--- config.mk ---
export PLATFORM = sky130hd
export DESIGN_NAME = aabb_clamp_stage
export DESIGN_NICKNAME = d
export VERILOG_FILES = /design/src/hdl/aabb_pkg.sv /design/src/hdl/aabb_clamp_stage.sv
export SDC_FILE = /design/constraint.sdc
export NUM_CORES = 1
export LEC_CHECK = 0
export ABC_AREA = 1
export BUFFER_PORTS_ARGS = -buffer_cell sky130_fd_sc_hd__buf_2
export CORE_AREA = 2 2 239 241
export DETAILED_ROUTE_END_ITERATION = 6
export DIE_AREA = 0 0 241 243
export HOLD_SLACK_MARGIN = 0.15
export MAX_ROUTING_LAYER = met4
export PLACE_DENSITY = 0.67
export SYNTH_ARGS = -nofsm -noshare
export SYNTH_HDL_FRONTEND = slang
export SYNTH_SLANG_ARGS = --single-unit
export TNS_END_PERCENT = 20
--- constraint.sdc ---
create_clock -name clk -period 14.96 [get_ports clk]
set_clock_uncertainty 0.1 [all_clocks]
set_input_delay 2.992 -clock clk [delete_from_list [all_inputs] [get_ports clk]]
set_output_delay 2.992 -clock clk [all_outputs]
set_load 0.1 [all_outputs]
--- src/hdl/aabb_pkg.sv ---
// Shared types and constants for the box transform pipeline.
// No dependencies; every other file imports this package.
`timescale 1ns / 1ps

package aabb_pkg;

  localparam int COORD_W = 24;              // signed Q16.8 coordinate
  localparam int COEF_W  = 16;              // signed fixed-point coefficient
  localparam int ROW_W   = 3 * COEF_W;      // one packed matrix row
  localparam int AXES    = 3;
  localparam int PROD_W  = COORD_W + COEF_W;  // one coefficient times one coordinate
  localparam int ACC_W   = PROD_W + 2;        // sum of three products plus rounding
  localparam int VAL_W   = ACC_W + 1;         // rounded sum plus translation

  localparam logic signed [COORD_W-1:0] COORD_MAX = 24'sh7FFFFF;
  localparam logic signed [COORD_W-1:0] COORD_MIN = 24'sh800000;

  // Register map, index = byte address / 8
  typedef enum logic [2:0] {
    REG_ROW_X   = 3'd0,
    REG_ROW_Y   = 3'd1,
    REG_ROW_Z   = 3'd2,
    REG_SHIFT_X = 3'd3,
    REG_SHIFT_Y = 3'd4,
    REG_SHIFT_Z = 3'd5
  } reg_idx_t;

  typedef logic [COORD_W-1:0] coord_t;

  // Box corners; index 0 = x. Lower corner sits in the low bits.
  typedef struct packed {
    logic [AXES-1:0][COORD_W-1:0] hi;
    logic [AXES-1:0][COORD_W-1:0] lo;
  } box_t;

  // Live configuration
  typedef struct packed {
    logic [AXES-1:0][COORD_W-1:0] shift;
    logic [AXES-1:0][ROW_W-1:0]   row;
  } cfg_t;

  // Products per [output axis][input axis], for the lower and upper input bound
  typedef struct packed {
    logic [AXES-1:0][AXES-1:0][PROD_W-1:0] hi;
    logic [AXES-1:0][AXES-1:0][PROD_W-1:0] lo;
  } prod_set_t;

  // Extreme accumulated sums per output axis, rounding offset already added
  typedef struct packed {
    logic [AXES-1:0][ACC_W-1:0] amax;
    logic [AXES-1:0][ACC_W-1:0] amin;
  } acc_span_t;

endpackage

--- src/hdl/aabb_clamp_stage.sv ---
// Pipeline stage 4: drop fraction bits, add translation, saturate.
// Depends on aabb_pkg. Holds the output register of the block.
`timescale 1ns / 1ps

module aabb_clamp_stage
  import aabb_pkg::*;
#(
  parameter int COEF_FRAC_BITS = 12
) (
  input  logic                         clk,
  input  logic                         rst,
  input  logic                         in_valid,
  output logic                         in_ready,
  input  acc_span_t                    in_span,
  input  cfg_t                         cfg,
  output logic                         out_valid,
  input  logic                         out_ready,
  output box_t                         out_box,
  output logic                         out_sat
);

  box_t                 box_next;
  logic [2*AXES-1:0]    clip;

  // Floor shift and clamp are monotonic, so the extremes stay extremes
  for (genvar a = 0; a < 2 * AXES; a++) begin : g_clamp
    localparam int AX = a % AXES;
    logic signed [ACC_W-1:0] acc;
    logic signed [VAL_W-1:0] val;
    logic                    over, under;
    assign acc   = (a < AXES) ? $signed(in_span.amin[AX]) : $signed(in_span.amax[AX]);
    assign val   = VAL_W'(acc >>> COEF_FRAC_BITS) + VAL_W'($signed(cfg.shift[AX]));
    assign over  = val > VAL_W'(COORD_MAX);
    assign under = val < VAL_W'(COORD_MIN);
    assign clip[a] = over || under;
    if (a < AXES) begin : g_lo
      assign box_next.lo[AX] = over ? COORD_MAX : (under ? COORD_MIN : val[COORD_W-1:0]);
    end else begin : g_hi
      assign box_next.hi[AX] = over ? COORD_MAX : (under ? COORD_MIN : val[COORD_W-1:0]);
    end
  end

  assign in_ready = !out_valid || out_ready;

  always_ff @(posedge clk) begin
    if (rst) begin
      out_valid <= 1'b0;
    end else if (in_ready) begin
      out_valid <= in_valid;
    end
  end

  always_ff @(posedge clk) begin
    if (in_ready && in_valid) begin
      out_box <= box_next;
      out_sat <= |clip;
    end
  end

endmodule

==> reports/results.ini <==
[floorplan]
pin_count = 619
core.rowCount = 87
die_h_um = 243
dieArea_um2 = 58600
coreArea_um2 = 56000
initial_core_util_pct = 33.3
die_width_um = 241

[synth]
netlist_instances = 3036
synth_commonest_cells = nand2_1 (1247), inv_1 (425), nor2_1 (273)
synth_top_area_share_pct = 25.1
synth_top_area_cell = nand2_1
synth.most_common_cell = nand2_1
ys_top_cells_by_area = nand2_1 (25%), edfxtp_1 (23%), ha_1 (12%)
ys_seq_area_share_pct = 23.5
ys_warn_count = 0
synth_edf_count = 145
async_flop_share_pct = 0
synth_area_per_cell_um2 = 6.14
ys_ff_latch = 146
synth_ff_type = edfxtp_1
synthesis.nets = 3694
syn_area_um2 = 18600
yosysUniqueCellTypes = 45

[sta]
holdWs_ns = 0.426
setup_violations = 0
period_share_pct = 44.9
slew_viol_final = 0
hold_viol_final = 0
slew_headroom_pct = 31.6
grt_setup_unrepaired = no
fmax_mhz = 149
worst_pin_slew_ns = 1.03
finalCriticalPeriod_ns = 6.72
fin_tns_setup_ns = 0

[global_route]
grt_overflow_total = 0
grt_max_degree = 79
track_usage_pct = 24.0
grt_pass1_vias = 18400
grt_pass1_wl_mm = 103
grt_antenna_before_repair = 12

[setup_path]
r2r_cells = 3
end_kind = output port
setup.worst_path.start_class = input pin
reg2reg_from = out_valid
cp.required_ns = 11.87
criticalPathCategory = in -> out
crit_fanout = 2
cp.arrival_ns = 3.62
reg2reg_to = out_box[19]
r2r_slack_ns = 12.30

[drt]
avgRoutedWirePerCell_um = 16.7
dr_total_vias = 20200
drt_pass1_iterations = 5
route.detailed.drc = 0
drt_iter0_markers = 1403
vias_per_cell = 4.80
drt-total-wl_mm = 70.4
antenna_left = 0

[final_layout]
drive_gt1_share_pct = 14.2
multiInputGateArea_um2 = 12500
final-seq-area_um2 = 4370
synthToLayoutAreaGrowth_pct = 18.4
nets = 4093
fillCellCount = 6204

[pwr]
peakVddDrop_mv = 0.0953
power_density_nw_per_um2 = 105
p_leak_nw = 11.8

[cts]
htreeDepth = 4
postCtsHoldBufs = 0
cts_buffers = 17
post-cts-setup-buffer-count = 0
insertion_delay_ns = 0.47
cts-resized-gates = 0
path_clk_slew_ns = 0.06
cts_tree = done
clockBufferDepth = 2
cts_root_buffer = clkbuf_16
clock_sinks = 146

[run]
drv_cap = 0

[hold_path]
worstHoldEndpoint = out_valid
hold_path.class = reg -> reg
whs_path_depth = 2
min-delay-start = out_valid

[place]
routabilityCongestion = 0.986
dp_hpwl_mm = 60.8
port_buffers = 402

[run_status]
status = finished, final reports clean

## worst max path at each step
| stage | slack, ns | depth (start not counted) | startpoint | endpoint |
|---|---|---|---|---|
| after floorplan | 4.16 | 2 | in_valid | out_box[0] |
| after global placement | 8.25 | 4 | out_ready | in_ready |
| after global routing | 8.20 | 4 | out_ready | in_ready |
| final | 8.24 | 4 | out_ready | in_ready |
| after CTS | 8.24 | 4 | out_ready | in_ready |
| after detailed placement | 8.24 | 4 | out_ready | in_ready |
## metal layers
layer / global-route usage, % / share of wire [%] / up-vias
li1: - / - / 10500
met1: 30.9 / 45 / 8966
met2: 37.1 / 44 / 636
met3: 5.60 / 8.3 / 83
met4: 7.01 / 2.5 / 0
met5: - / 0 / -
## flip-flops by register name (all words and copies together), names as in the netlist
signal     count
out_sat        1
out_box      144
out_valid      1
## area by class of cell
cell class | count | share of cell area [%]
antenna | 12 | 0.136
clock buffer | 22 | 2.06
clock inverter | 10 | 0.675
inverter | 434 | 7.39
multi-input combinational | 2432 | 56.4
sequential | 146 | 19.8
tap | 756 | 4.29
timing repair buffer | 404 | 9.19
## critical path, stage by stage
cell and delay, ns:
buf_2 0.07, inv_1 0.06, nand2_1 0.07, buf_2 0.42
## power by group
part	total [mW]	leakage, nW	switching [mW]	internal (mW)
Combinational	1.29	10.2	0.994	0.292
Sequential	0.567	1.38	0.0225	0.544
Clock	0.461	0.287	0.192	0.269
## cells in the final DEF, fill, tap and decap left out, types with 21 or more instances in the layout
cell type / netlist / routed
a21oi_1: 158 / 157
a31oi_1: 22 / 22
buf_2: 7 / 402
edfxtp_1: 145 / 145
ha_1: 180 / 180
inv_1: 425 / 425
nand2_1: 1247 / 1247
nand2_2: 21 / 21
nand3_1: 196 / 196
nand3b_1: 22 / 22
nand4_1: 26 / 26
nor2_1: 273 / 273
o21ai_0: 57 / 57
o21ai_1: 26 / 26
o21bai_1: 21 / 21
xnor2_1: 44 / 44
xor2_1: 51 / 51
## metrics by stage
stage / utilization [%] / power [mW] / setup slack [ns] / instance area, µm² / cells
floorplan: - / 1.56 / 4.16 / 18600 / 3036
global placement: 38.3 / 1.85 / 8.25 / 21400 / 4172
detailed placement: 38.3 / 1.85 / 8.24 / 21400 / 4172
CTS: 39.4 / 2.33 / 8.24 / 22000 / 4204
global route: 39.4 / 2.45 / 8.20 / 22100 / 4211
finish: 39.4 / 2.31 / 8.24 / 22100 / 4216
## cell families after synthesis
group	synth area share, %
DFF	23.5
adders and majority gates	12.7
and+or+nand+nor	40.7
AOI/OAI and AO/OA	8.65
buffers and inverters	9.77
xor gates and xnor gates	4.73
Note: power is estimated with default switching activity, not from simulation.
