--- config.mk ---
export PLATFORM = sky130hd
export DESIGN_NAME = aabb_cfg_regs
export DESIGN_NICKNAME = d
export VERILOG_FILES = /design/src/hdl/aabb_pkg.sv /design/src/hdl/aabb_cfg_regs.sv
export SDC_FILE = /design/constraint.sdc
export NUM_CORES = 1
export LEC_CHECK = 0
export ABC_AREA = 1
export BUFFER_PORTS_ARGS = -buffer_cell sky130_fd_sc_hd__buf_2
export CAP_MARGIN = 25
export CORE_UTILIZATION = 45
export CTS_CLUSTER_DIAMETER = 150
export CTS_CLUSTER_SIZE = 12
export DETAILED_ROUTE_END_ITERATION = 8
export GPL_TIMING_DRIVEN = 0
export PLACE_DENSITY_LB_ADDON = 0.05
export SLEW_MARGIN = 20
export SYNTH_ARGS = -nofsm -noshare
export SYNTH_HDL_FRONTEND = slang
export SYNTH_SLANG_ARGS = --single-unit
--- constraint.sdc ---
create_clock -name clk -period 3.8 [get_ports clk]
set_clock_uncertainty 0.1 [all_clocks]
set_input_delay 1.14 -clock clk [delete_from_list [all_inputs] [get_ports clk]]
set_output_delay 1.14 -clock clk [all_outputs]
set_load 0.1 [all_outputs]
--- src/hdl/aabb_pkg.sv ---
// Shared types and constants for the box transform pipeline.
// No dependencies; every other file imports this package.
`timescale 1ns / 1ps

package aabb_pkg;

  localparam int COORD_W = 24;              // signed Q16.8 coordinate
  localparam int COEF_W  = 16;              // signed fixed-point coefficient
  localparam int ROW_W   = 3 * COEF_W;      // one packed matrix row
  localparam int AXES    = 3;
  localparam int PROD_W  = COORD_W + COEF_W;  // one coefficient times one coordinate
  localparam int ACC_W   = PROD_W + 2;        // sum of three products plus rounding
  localparam int VAL_W   = ACC_W + 1;         // rounded sum plus translation

  localparam logic signed [COORD_W-1:0] COORD_MAX = 24'sh7FFFFF;
  localparam logic signed [COORD_W-1:0] COORD_MIN = 24'sh800000;

  // Register map, index = byte address / 8
  typedef enum logic [2:0] {
    REG_ROW_X   = 3'd0,
    REG_ROW_Y   = 3'd1,
    REG_ROW_Z   = 3'd2,
    REG_SHIFT_X = 3'd3,
    REG_SHIFT_Y = 3'd4,
    REG_SHIFT_Z = 3'd5
  } reg_idx_t;

  typedef logic [COORD_W-1:0] coord_t;

  // Box corners; index 0 = x. Lower corner sits in the low bits.
  typedef struct packed {
    logic [AXES-1:0][COORD_W-1:0] hi;
    logic [AXES-1:0][COORD_W-1:0] lo;
  } box_t;

  // Live configuration
  typedef struct packed {
    logic [AXES-1:0][COORD_W-1:0] shift;
    logic [AXES-1:0][ROW_W-1:0]   row;
  } cfg_t;

  // Products per [output axis][input axis], for the lower and upper input bound
  typedef struct packed {
    logic [AXES-1:0][AXES-1:0][PROD_W-1:0] hi;
    logic [AXES-1:0][AXES-1:0][PROD_W-1:0] lo;
  } prod_set_t;

  // Extreme accumulated sums per output axis, rounding offset already added
  typedef struct packed {
    logic [AXES-1:0][ACC_W-1:0] amax;
    logic [AXES-1:0][ACC_W-1:0] amin;
  } acc_span_t;

endpackage

--- src/hdl/aabb_cfg_regs.sv ---
// Configuration register file with an APB-style slave port.
// Depends on aabb_pkg for the register map and cfg_t.
`timescale 1ns / 1ps

module aabb_cfg_regs
  import aabb_pkg::*;
#(
  parameter int COEF_FRAC_BITS = 12
) (
  input  logic        clk,
  input  logic        rst,
  input  logic        psel,
  input  logic        penable,
  input  logic        pwrite,
  input  logic [5:0]  paddr,
  input  logic [63:0] pwdata,
  output logic [63:0] prdata,
  output cfg_t        cfg
);

  localparam logic [ROW_W-1:0] ONE = ROW_W'(1) << COEF_FRAC_BITS;

  logic     wr;
  reg_idx_t idx;

  assign wr  = psel && penable && pwrite;
  assign idx = reg_idx_t'(paddr[5:3]);

  // Register writes; reset gives the identity map
  always_ff @(posedge clk) begin
    if (rst) begin
      cfg.row[0] <= ONE;
      cfg.row[1] <= ONE << COEF_W;
      cfg.row[2] <= ONE << (2 * COEF_W);
      cfg.shift  <= '0;
    end else if (wr) begin
      case (idx)
        REG_ROW_X:   cfg.row[0]   <= pwdata[ROW_W-1:0];
        REG_ROW_Y:   cfg.row[1]   <= pwdata[ROW_W-1:0];
        REG_ROW_Z:   cfg.row[2]   <= pwdata[ROW_W-1:0];
        REG_SHIFT_X: cfg.shift[0] <= pwdata[COORD_W-1:0];
        REG_SHIFT_Y: cfg.shift[1] <= pwdata[COORD_W-1:0];
        REG_SHIFT_Z: cfg.shift[2] <= pwdata[COORD_W-1:0];
        default: ;
      endcase
    end
  end

  // Read back
  always_comb begin
    case (idx)
      REG_ROW_X:   prdata = 64'(cfg.row[0]);
      REG_ROW_Y:   prdata = 64'(cfg.row[1]);
      REG_ROW_Z:   prdata = 64'(cfg.row[2]);
      REG_SHIFT_X: prdata = 64'(cfg.shift[0]);
      REG_SHIFT_Y: prdata = 64'(cfg.shift[1]);
      REG_SHIFT_Z: prdata = 64'(cfg.shift[2]);
      default:     prdata = '0;
    endcase
  end

endmodule

==> impl_metrics.csv <==
group,metric,value,unit
timing,fmax,264.5,MHz
global_route,grt_max_degree,18,
routing,initialDrtViolationCount,814,
layout,nNetsFinal,2088,
routing,firstDrtPassIters,5,
floorplanning,initial_core_util,46.08,%
setup_path,crit_type,"input port to output pin",
global_route,grt_pass1_wl,62.13,mm
layout,largestRegisters,"cfg (216)",
floorplanning,dieArea,23870,um^2
global_route,grt_pass1_vias,10950,
power_and_ir_drop,ir_drop,0.0002299,V
layout,layout-drive-gt1-share,25.01,%
timing,slew_headroom,43.30,%
layout,final_cell_count_no_fill,2298,
synth,syn_area,10460,um^2
timing,setup_viol,0,
min_path,hold_end,"cfg[75]$_SDFFE_PP0P_",
floorplanning,row_count,55,
timing,setup_slack,0.01972,ns
run_status,status,"finished clean",
setup_path,arrival,2.54,ns
setup_path,reg2reg_to,"cfg[76]$_SDFFE_PP1P_",
setup_path,reg2reg_slack,2.98,ns
floorplanning,core_area,22710,um^2
timing,fin_crit_sh,99.48,%
setup_path,slowest_stage,"clkbuf_1",
routing,wirelength,41.72,mm
cts,clkTransAtPathRegs,0.06,ns
power_and_ir_drop,leakagePower,0.007047,uW
timing,slew_viol_final,0,
power_and_ir_drop,p_per_area,364.6,nW/um^2
global_route,antenna_found_initial,2,
layout,syn2layout_area_growth,30.46,%
synth,ys_types,20,
floorplanning,die_y,154.5,um
timing,hold_viol,0,
placement,dp.cells,2276,
floorplanning,io-pin-count,355,
cts,hold_buffers,0,
timing,min_period,3.780,ns
timing,rsz0062_at_grt,"true",
setup_path,end_kind,"output pin",
synth,yosys-top-cells-area,"dfxtp_1 41%, nor2_1 17%, nand2_1 16%",
synth,synth_top_area_share,41.32,%
placement,gp_congestion,0.9424,
synth,muxShareOfSynthArea,0,%
floorplanning,die_w,154.5,um
timing,worst_pin_slew,0.8505,ns
setup_path,r2r-start,"cfg[76]$_SDFFE_PP1P_",
synth,yosysSeqAreaShare,41.32,%
routing,vias,12040,
synth,synth-compound-area-share,0.9088,%
routing,route.detailed.drc,0,
min_path,hold_class,"flip-flop to flip-flop",
cts,clock_path_buffers,3,
synth,ys_seq_elements,216,
placement,portBuffers,317,
synth,synthXorXnorAreaFrac,0,%
placement,dp_hpwl,31.39,mm
routing,route.detailed.vias_per_inst,5.240,
global_route,grt_remaining_overflow,0,
cts,cts_max_level,1,
setup_path,start_kind,"input port",
setup_path,rr_worst_depth,2,
cts,cts_made_buffers,21,
min_path,hold_path_depth,2,
synth,ys_warn_count,0,
synth,synthCells,1659,
setup_path,critPathMaxFanout,10,
synth,synth_top_family_by_area,"simple AND/OR/NAND/NOR gates",
cts,clock-sinks,216,
placement,post-place-ws,-0.5717,ns
synth,synth.avg_cell_area,6.307,um^2
synth,synth-simple-area-share,47.88,%
routing,ant_nets,0,
cts,cts_tree,"built",
cts,cts_root_buf,"clkbuf_16",
cts,clk_latency,0.49,ns
flow_run,drv_cap,0,
routing,wl_per_cell,18.16,um
synth,synth_largest_area_cell,"dfxtp_1",
setup_path,crit_required,2.56,ns
setup_path,cp_cell_sequence,"clkbuf_4 > clkbuf_1 > nand4_1 > nand2_1 > nor2_1 > nand2_2 > buf_6",
synth,synthAdderAreaFrac,0,%
min_path,hold_start,"cfg[75]$_SDFFE_PP0P_",
global_route,track_usage,34.03,%
layout,largest_reg_flops,216,
layout,top_register,"cfg",
setup_path,max_stage_delay,0.50,ns
power_and_ir_drop,power,4976,uW
-- synth_stat cells --
cell / number
nand3_4: 1
nor2_1: 469
buf_6: 6
inv_4: 1
nand3_1: 242
nand3_2: 2
nand2_1: 437
buf_2: 60
nor2_2: 6
buf_4: 26
o21ai_0: 3
nand4_1: 48
conb_1: 1
clkbuf_1: 23
inv_2: 2
nor2_4: 2
inv_1: 74
dfxtp_1: 216
buf_1: 24
a21oi_1: 16
-- critical path: cells and delay by family --
| kind | cells | cell delay (ns) |
|---|---|---|
| simple gates | 4 | 0.47 |
| buf+inv | 3 | 0.93 |
-- layout make-up --
type | count | area (um^2)
diodes | 2 | 5.005
inverters | 77 | 294.0
repair buffers | 318 | 1948
well taps | 285 | 356.6
plain buffers | 137 | 837.1
fillers | 2304 | 9059
flip-flops and latches | 216 | 4324
multi-input cells | 1242 | 5360
clock buffers | 21 | 525.5
-- per-stage QoR --
step / TNS [ns] / hold WS [ns] / area (um^2) / utilization (%)
detailed placement: -18.60 / 0.3903 / 12640 / 55.67
finish: 0 / 0.3992 / 13650 / 60.11
global route: -0.1382 / 0.4198 / 13650 / 60.09
CTS: -0.03786 / 0.3998 / 13540 / 59.63
global placement: -18.93 / 0.3853 / 12640 / 55.67
floorplan: 0 / 0.8272 / 10700 / -
-- layout by cell type (no fill, tap or decap) --
master	netlist	final
nor2_4	2	5
buf_4	26	34
diode_2	0	2
nand4_1	48	48
inv_1	74	74
buf_2	60	310
nand2_2	0	24
nor2_2	6	3
inv_4	1	2
nand3_4	1	1
buf_6	6	51
nand2_1	437	413
nand3_1	242	218
buf_8	0	7
buf_12	0	4
conb_1	1	16
buf_1	24	22
nor2_1	469	469
dfxtp_1	216	216
clkbuf_2	0	7
clkbuf_1	23	13
o21ai_0	3	3
a21oi_1	16	16
clkbuf_4	0	7
inv_2	2	1
nand3_2	2	26
clkbuf_16	0	21
-- cells by family (layout without fill, tap and decap cells) --
group | after synthesis | count (layout)
compound gates | 19 | 19
buf+inv | 216 | 553
flops | 216 | 216
other cells | 1 | 18
simple gates | 1207 | 1207
-- how the worst max path moves through the flow --
stage                     startpoint    endpoint  slack (ns)  depth (start not counted)
after detailed placement    paddr[4]  prdata[36]       -0.57                          9
final                       paddr[5]   prdata[6]        0.02                          7
after global placement      paddr[4]  prdata[36]       -0.57                          9
after global routing        paddr[5]  prdata[15]       -0.03                          9
after floorplan             paddr[5]  prdata[11]         0.1                          8
after CTS                   paddr[4]  prdata[36]       -0.04                          9
-- per-layer routing --
layer / vias to the layer above / GRT usage [%] / share of wire, %
met5: - / 0 / 0.031
met4: 2 / 13.53 / 3.8
met3: 105 / 6.080 / 9.0
met2: 590 / 57.64 / 46
met1: 5491 / 42.83 / 41
li1: 5854 / - / -
-- report_power, final --
part | switching [uW] | leakage, uW | total [uW] | internal, uW
registers | 28.2 | 0.00174 | 2320 | 2290
clock network | 856 | 0.000259 | 1830 | 973
logic | 659 | 0.00504 | 826 | 167
-- repair_timing --
action                     CTS  global route
setup endpoints to repair   48            48
pin swaps                    0             1
gates resized for setup    125            37
hold endpoints to repair     0             0
buffers inserted             0             1
No activity file was read; power rests on OpenSTA's default activity.
