===== src/hdl/aabb_pkg.sv =====
// Shared types and constants for the box transform pipeline.
// No dependencies; every other file imports this package.
`timescale 1ns / 1ps

package aabb_pkg;

  localparam int COORD_W = 24;              // signed Q16.8 coordinate
  localparam int COEF_W  = 16;              // signed fixed-point coefficient
  localparam int ROW_W   = 3 * COEF_W;      // one packed matrix row
  localparam int AXES    = 3;
  localparam int PROD_W  = COORD_W + COEF_W;  // one coefficient times one coordinate
  localparam int ACC_W   = PROD_W + 2;        // sum of three products plus rounding
  localparam int VAL_W   = ACC_W + 1;         // rounded sum plus translation

  localparam logic signed [COORD_W-1:0] COORD_MAX = 24'sh7FFFFF;
  localparam logic signed [COORD_W-1:0] COORD_MIN = 24'sh800000;

  // Register map, index = byte address / 8
  typedef enum logic [2:0] {
    REG_ROW_X   = 3'd0,
    REG_ROW_Y   = 3'd1,
    REG_ROW_Z   = 3'd2,
    REG_SHIFT_X = 3'd3,
    REG_SHIFT_Y = 3'd4,
    REG_SHIFT_Z = 3'd5
  } reg_idx_t;

  typedef logic [COORD_W-1:0] coord_t;

  // Box corners; index 0 = x. Lower corner sits in the low bits.
  typedef struct packed {
    logic [AXES-1:0][COORD_W-1:0] hi;
    logic [AXES-1:0][COORD_W-1:0] lo;
  } box_t;

  // Live configuration
  typedef struct packed {
    logic [AXES-1:0][COORD_W-1:0] shift;
    logic [AXES-1:0][ROW_W-1:0]   row;
  } cfg_t;

  // Products per [output axis][input axis], for the lower and upper input bound
  typedef struct packed {
    logic [AXES-1:0][AXES-1:0][PROD_W-1:0] hi;
    logic [AXES-1:0][AXES-1:0][PROD_W-1:0] lo;
  } prod_set_t;

  // Extreme accumulated sums per output axis, rounding offset already added
  typedef struct packed {
    logic [AXES-1:0][ACC_W-1:0] amax;
    logic [AXES-1:0][ACC_W-1:0] amin;
  } acc_span_t;

endpackage


===== src/hdl/aabb_span_stage.sv =====
// Pipeline stages 2 and 3: per-term min/max, then the extreme sums per axis.
// Depends on aabb_pkg. The extreme corner is picked one term at a time.
`timescale 1ns / 1ps

module aabb_span_stage
  import aabb_pkg::*;
#(
  parameter int COEF_FRAC_BITS = 12
) (
  input  logic      clk,
  input  logic      rst,
  input  logic      in_valid,
  output logic      in_ready,
  input  prod_set_t in_prod,
  output logic      out_valid,
  input  logic      out_ready,
  output acc_span_t out_span
);

  localparam logic signed [ACC_W-1:0] HALF = ACC_W'(1) << (COEF_FRAC_BITS - 1);

  logic      term_valid;
  logic      term_ready;
  prod_set_t term;       // lo holds the smaller term, hi the larger
  prod_set_t term_next;
  acc_span_t span_next;

  // Stage 2: order each product pair
  for (genvar j = 0; j < AXES; j++) begin : g_term_j
    for (genvar k = 0; k < AXES; k++) begin : g_term_k
      logic swap;
      assign swap = $signed(in_prod.hi[j][k]) < $signed(in_prod.lo[j][k]);
      assign term_next.lo[j][k] = swap ? in_prod.hi[j][k] : in_prod.lo[j][k];
      assign term_next.hi[j][k] = swap ? in_prod.lo[j][k] : in_prod.hi[j][k];
    end
  end

  assign in_ready = !term_valid || term_ready;

  always_ff @(posedge clk) begin
    if (rst) begin
      term_valid <= 1'b0;
    end else if (in_ready) begin
      term_valid <= in_valid;
    end
  end

  always_ff @(posedge clk) begin
    if (in_ready && in_valid) begin
      term <= term_next;
    end
  end

  // Stage 3: sum the three chosen terms and add the rounding offset
  for (genvar j = 0; j < AXES; j++) begin : g_sum
    assign span_next.amin[j] = ACC_W'($signed(term.lo[j][0])) + ACC_W'($signed(term.lo[j][1]))
                             + ACC_W'($signed(term.lo[j][2])) + HALF;
    assign span_next.amax[j] = ACC_W'($signed(term.hi[j][0])) + ACC_W'($signed(term.hi[j][1]))
                             + ACC_W'($signed(term.hi[j][2])) + HALF;
  end

  assign term_ready = !out_valid || out_ready;

  always_ff @(posedge clk) begin
    if (rst) begin
      out_valid <= 1'b0;
    end else if (term_ready) begin
      out_valid <= term_valid;
    end
  end

  always_ff @(posedge clk) begin
    if (term_ready && term_valid) begin
      out_span <= span_next;
    end
  end

endmodule


===== config.mk =====
export PLATFORM = sky130hd
export DESIGN_NAME = aabb_span_stage
export DESIGN_NICKNAME = d
export VERILOG_FILES = /design/src/hdl/aabb_pkg.sv /design/src/hdl/aabb_span_stage.sv
export SDC_FILE = /design/constraint.sdc
export NUM_CORES = 2
export LEC_CHECK = 0
export ABC_AREA = 1
export BUFFER_PORTS_ARGS = -buffer_cell sky130_fd_sc_hd__buf_2
export CORE_UTILIZATION = 29
export DETAILED_ROUTE_END_ITERATION = 6
export GPL_ROUTABILITY_DRIVEN = 0
export PLACE_DENSITY = 0.47
export SLEW_MARGIN = 20
export SYNTH_ARGS = -nofsm -noshare
export SYNTH_HDL_FRONTEND = slang
export SYNTH_SLANG_ARGS = --single-unit

===== constraint.sdc =====
create_clock -name clk -period 17.4 [get_ports clk]
set_input_delay 3.48 -clock clk [delete_from_list [all_inputs] [get_ports clk]]
set_output_delay 3.48 -clock clk [all_outputs]
set_load 0.03 [all_outputs]

==> metrics.csv <==
stage,metric,value,unit
logic_synthesis,synth-edff-count,972,
logic_synthesis,ys.flop_type,edfxtp_1,
critical_path,cpLargestDelayFamily,buffers and inverters,
run_status,violations,design-rule violations,
power_and_ir_drop,swShare,46.5,%
detailed_routing,drtIter0Drc,6872,
power_and_ir_drop,finalPower,13.0,mW
run,drv_cap,0,
grt,grt_pass1_wl,470,mm
sta,min_period,7.52,ns
detailed_routing,ant_nets,0,
placement,place.detailed.hpwl,275,mm
sta,hold_ws,0.527,ns
sta,maxSlewViolCount,0,
logic_synthesis,synth_area,77700,sq um
clocking,tritoncts,built,
critical_path,crit_chain,buf_2 > inv_1 > nand3_1 > buf_2,
floorplanning,core-area,266000,sq um
final_layout,layout.cells.non_filler,14014,
critical_path,slowest_stage,buf_2,
logic_synthesis,yosysSeqAreaShare,37.6,%
critical_path,critical_path_class,in -> out,
worst_hold_path,min_path_type,reg -> reg,
logic_synthesis,syn_avg_cell_area,8.23,sq um
critical_path,required,13.92,ns
power_and_ir_drop,p_int,6.95,mW
grt,grt_pass1_vias,66830,
sta,slew_headroom,25.2,%
grt,grt_use_total,23.9,%
clocking,h-tree-depth,4,
clocking,cts-root-buf,clkbuf_16,
logic_synthesis,yosys_warnings,0,
clocking,cts.repair.resized,0,
final_layout,multi_input_area,40100,sq um
placement,io_buffer_count,977,
critical_path,worstSetupStartpointType,primary input,
critical_path,cp_max_fo,3,
logic_synthesis,synthArstFlopShare,0,%
floorplanning,die_w,520,microns
clocking,postCtsSetupBuffers,0,
detailed_routing,vias,70665,
final_layout,drive_above_1_share,12.2,%
sta,tightest_slew,1.12,ns
floorplanning,placementRows,189,
sta,setup_viol,0,
sta,timing_hold_violations_final,0,
sta,final.setup.tns,0,ns
power_and_ir_drop,cellPowerDensity,144,nW/um^2
detailed_routing,drc,6,
grt,antenna_found_initial,173,
detailed_routing,vias_per_cell,5.04,
clocking,ctsHoldBuffers,0,
power_and_ir_drop,ir_worst_vdd,0.0692,mV
final_layout,fillerInstances,28172,
placement,place_inst,13697,
sta,fin_skew,0.0727,ns
run_status,status,"complete, but fails checks",
floorplanning,ioPinCount,978,
floorplanning,die_h,520,microns
critical_path,arrival,4.04,ns
final_layout,regArea,29200,sq um
clocking,cts_max_path_buffers,4,
logic_synthesis,synthDistinctLibCells,37,
grt,grt_overflow_total,0,
power_and_ir_drop,seqPwrFrac,27.4,%
power_and_ir_drop,p_comb_share,51.0,%
floorplanning,die_area,270000,sq um
power_and_ir_drop,power.switching,6.05,mW
logic_synthesis,syn-instance-count,9438,
power_and_ir_drop,p_leak,46.2,nW
final_layout,synthToLayoutAreaGrowth,16.1,%
detailed_routing,wirelength,333,mm
sta,rsz0062_at_grt,no,
grt,grt_start_max_net_pins,162,
clocking,clk_latency,0.83,ns
critical_path,path_common_cell,buf_2,
clocking,cts_made_buffers,138,
detailed_routing,drt_pass1_iterations,7,
critical_path,end_kind,output port,
logic_synthesis,syn_nets,11233,
clocking,cts_sinks,974,
final_layout,final_nets,12099,
logic_synthesis,synth_seq_cells,974,
critical_path,cp_num_buf_inv,3,
clocking,cts.clk_slew.worst_paths,0.06,ns
critical_path,critPathMaxStageDelay,0.21,ns
detailed_routing,post_drt_wl_per_cell,23.8,microns
power_and_ir_drop,p_clk_share,21.5,%
sta,fin_crit_sh,43.2,%
floorplanning,start_util,29.2,%
sta,fmax,133,MHz
## metrics by stage
stage | setup slack (ns) | instance area [sq um] | utilization (%)
finish | 9.88 | 90200 | 33.9
global route | 9.85 | 90100 | 33.9
CTS | 9.88 | 90000 | 33.9
detailed placement | 9.88 | 85700 | 32.2
global placement | 9.82 | 85700 | 32.2
floorplan | 0.868 | 77700 | -
## tightest hold or removal path, cell delays in order (launching register included)
cell	delay [ns]
dfxtp_1	0.35
nand2_1	0.08
a21oi_1	0.05
## synthesized netlist by cell type, types with 9 or more instances
library cell	n	share of area [%]
o21bai_1	23	0.22
edfxtp_1	972	38
buf_2	94	0.61
xnor2_1	16	0.18
a21oi_2	9	0.10
nand2_1	2150	10
inv_1	1796	8.7
buf_6	60	0.87
buf_4	36	0.35
nor4_1	13	0.10
xor2_1	129	1.5
a21boi_0	23	0.22
nand3_1	1581	10
and2_1	9	0.072
o21a_1	32	0.31
nand2_4	16	0.23
a21oi_1	398	2.6
o21ai_0	161	1.0
a21o_1	48	0.46
nand3b_1	10	0.097
nor2_1	484	2.3
nand4_2	16	0.26
fa_1	246	6.3
ha_1	825	13
nor3_1	70	0.45
a31oi_1	13	0.10
clkbuf_1	98	0.47
nand4_1	62	0.50
## cells in the final DEF (no fill, tap or decap), types with 22 or more instances in the layout
cell       netlist  final
o21bai_1        23     23
nand4_1         62     62
xor2_1         129    129
clkinv_1         0     24
clkbuf_1        98     22
edfxtp_1       972    972
fa_1           246    246
diode_2          0     82
buf_4           36     36
inv_1         1796   1795
nor3_1          70     70
clkbuf_16        0    139
nand3_1       1581   1581
buf_2           94    977
a21boi_0        23     23
o21a_1          32     32
a21o_1          48     48
ha_1           825    825
nand2_1       2150   2148
o21ai_0        161    161
nor2_1         484    484
a21oi_1        398    397
## flip-flops by register name, indices dropped and copies added, names as in the netlist
register,flops
out_span,252
out_valid,1
term,720
term_valid,1
## power by group through the flow
stage	clock network [mW]	logic [mW]	registers, mW
final	2.80	6.64	3.56
after global routing	2.94	7.26	3.58
after CTS	2.87	6.56	3.57
after detailed placement	0	6.51	3.61
after global placement	0	6.51	3.62
after floorplan	0	3.78	3.89
## logic make-up after synthesis
family | count (synthesis) | share of synthesized area, %
compound gates | 723 | 5.19
simple gates | 4441 | 25.0
fa+ha+maj | 1071 | 19.6
buf+inv | 2084 | 11.0
flops | 974 | 37.6
xor+xnor | 145 | 1.63
## cell type report
cell class,instances,share of cell area (%)
Inverter,1796,7.48
Clock inverter,74,0.834
Timing Repair Buffer,1014,5.74
Multi-Input combinational cell,6380,44.5
Clock buffer,161,3.95
Sequential cell,974,32.4
Antenna cell,82,0.227
Tap cell,3533,4.90
## worst paths after layout
path / from / to / slack (ns) / cells after the start
setup reg to reg: out_valid$_SDFFE_PP0P_ / term[98]$_DFFE_PP_ / 13.35 / 6
hold / removal: out_valid$_SDFFE_PP0P_ / out_valid$_SDFFE_PP0P_ / 0.53 / 2
hold reg to reg: out_valid$_SDFFE_PP0P_ / out_valid$_SDFFE_PP0P_ / 0.53 / 2
setup / recovery: out_ready / in_ready / 9.88 / 4
## per-layer routing
layer	vias to the layer above	GRT usage, %	routed length (microns)
li1	32736	-	-
met1	33842	32.0	142000
met2	3371	36.7	144000
met3	642	5.12	29500
met4	74	11.2	17000
met5	-	0	472
Power figures use the tool's default switching activity.
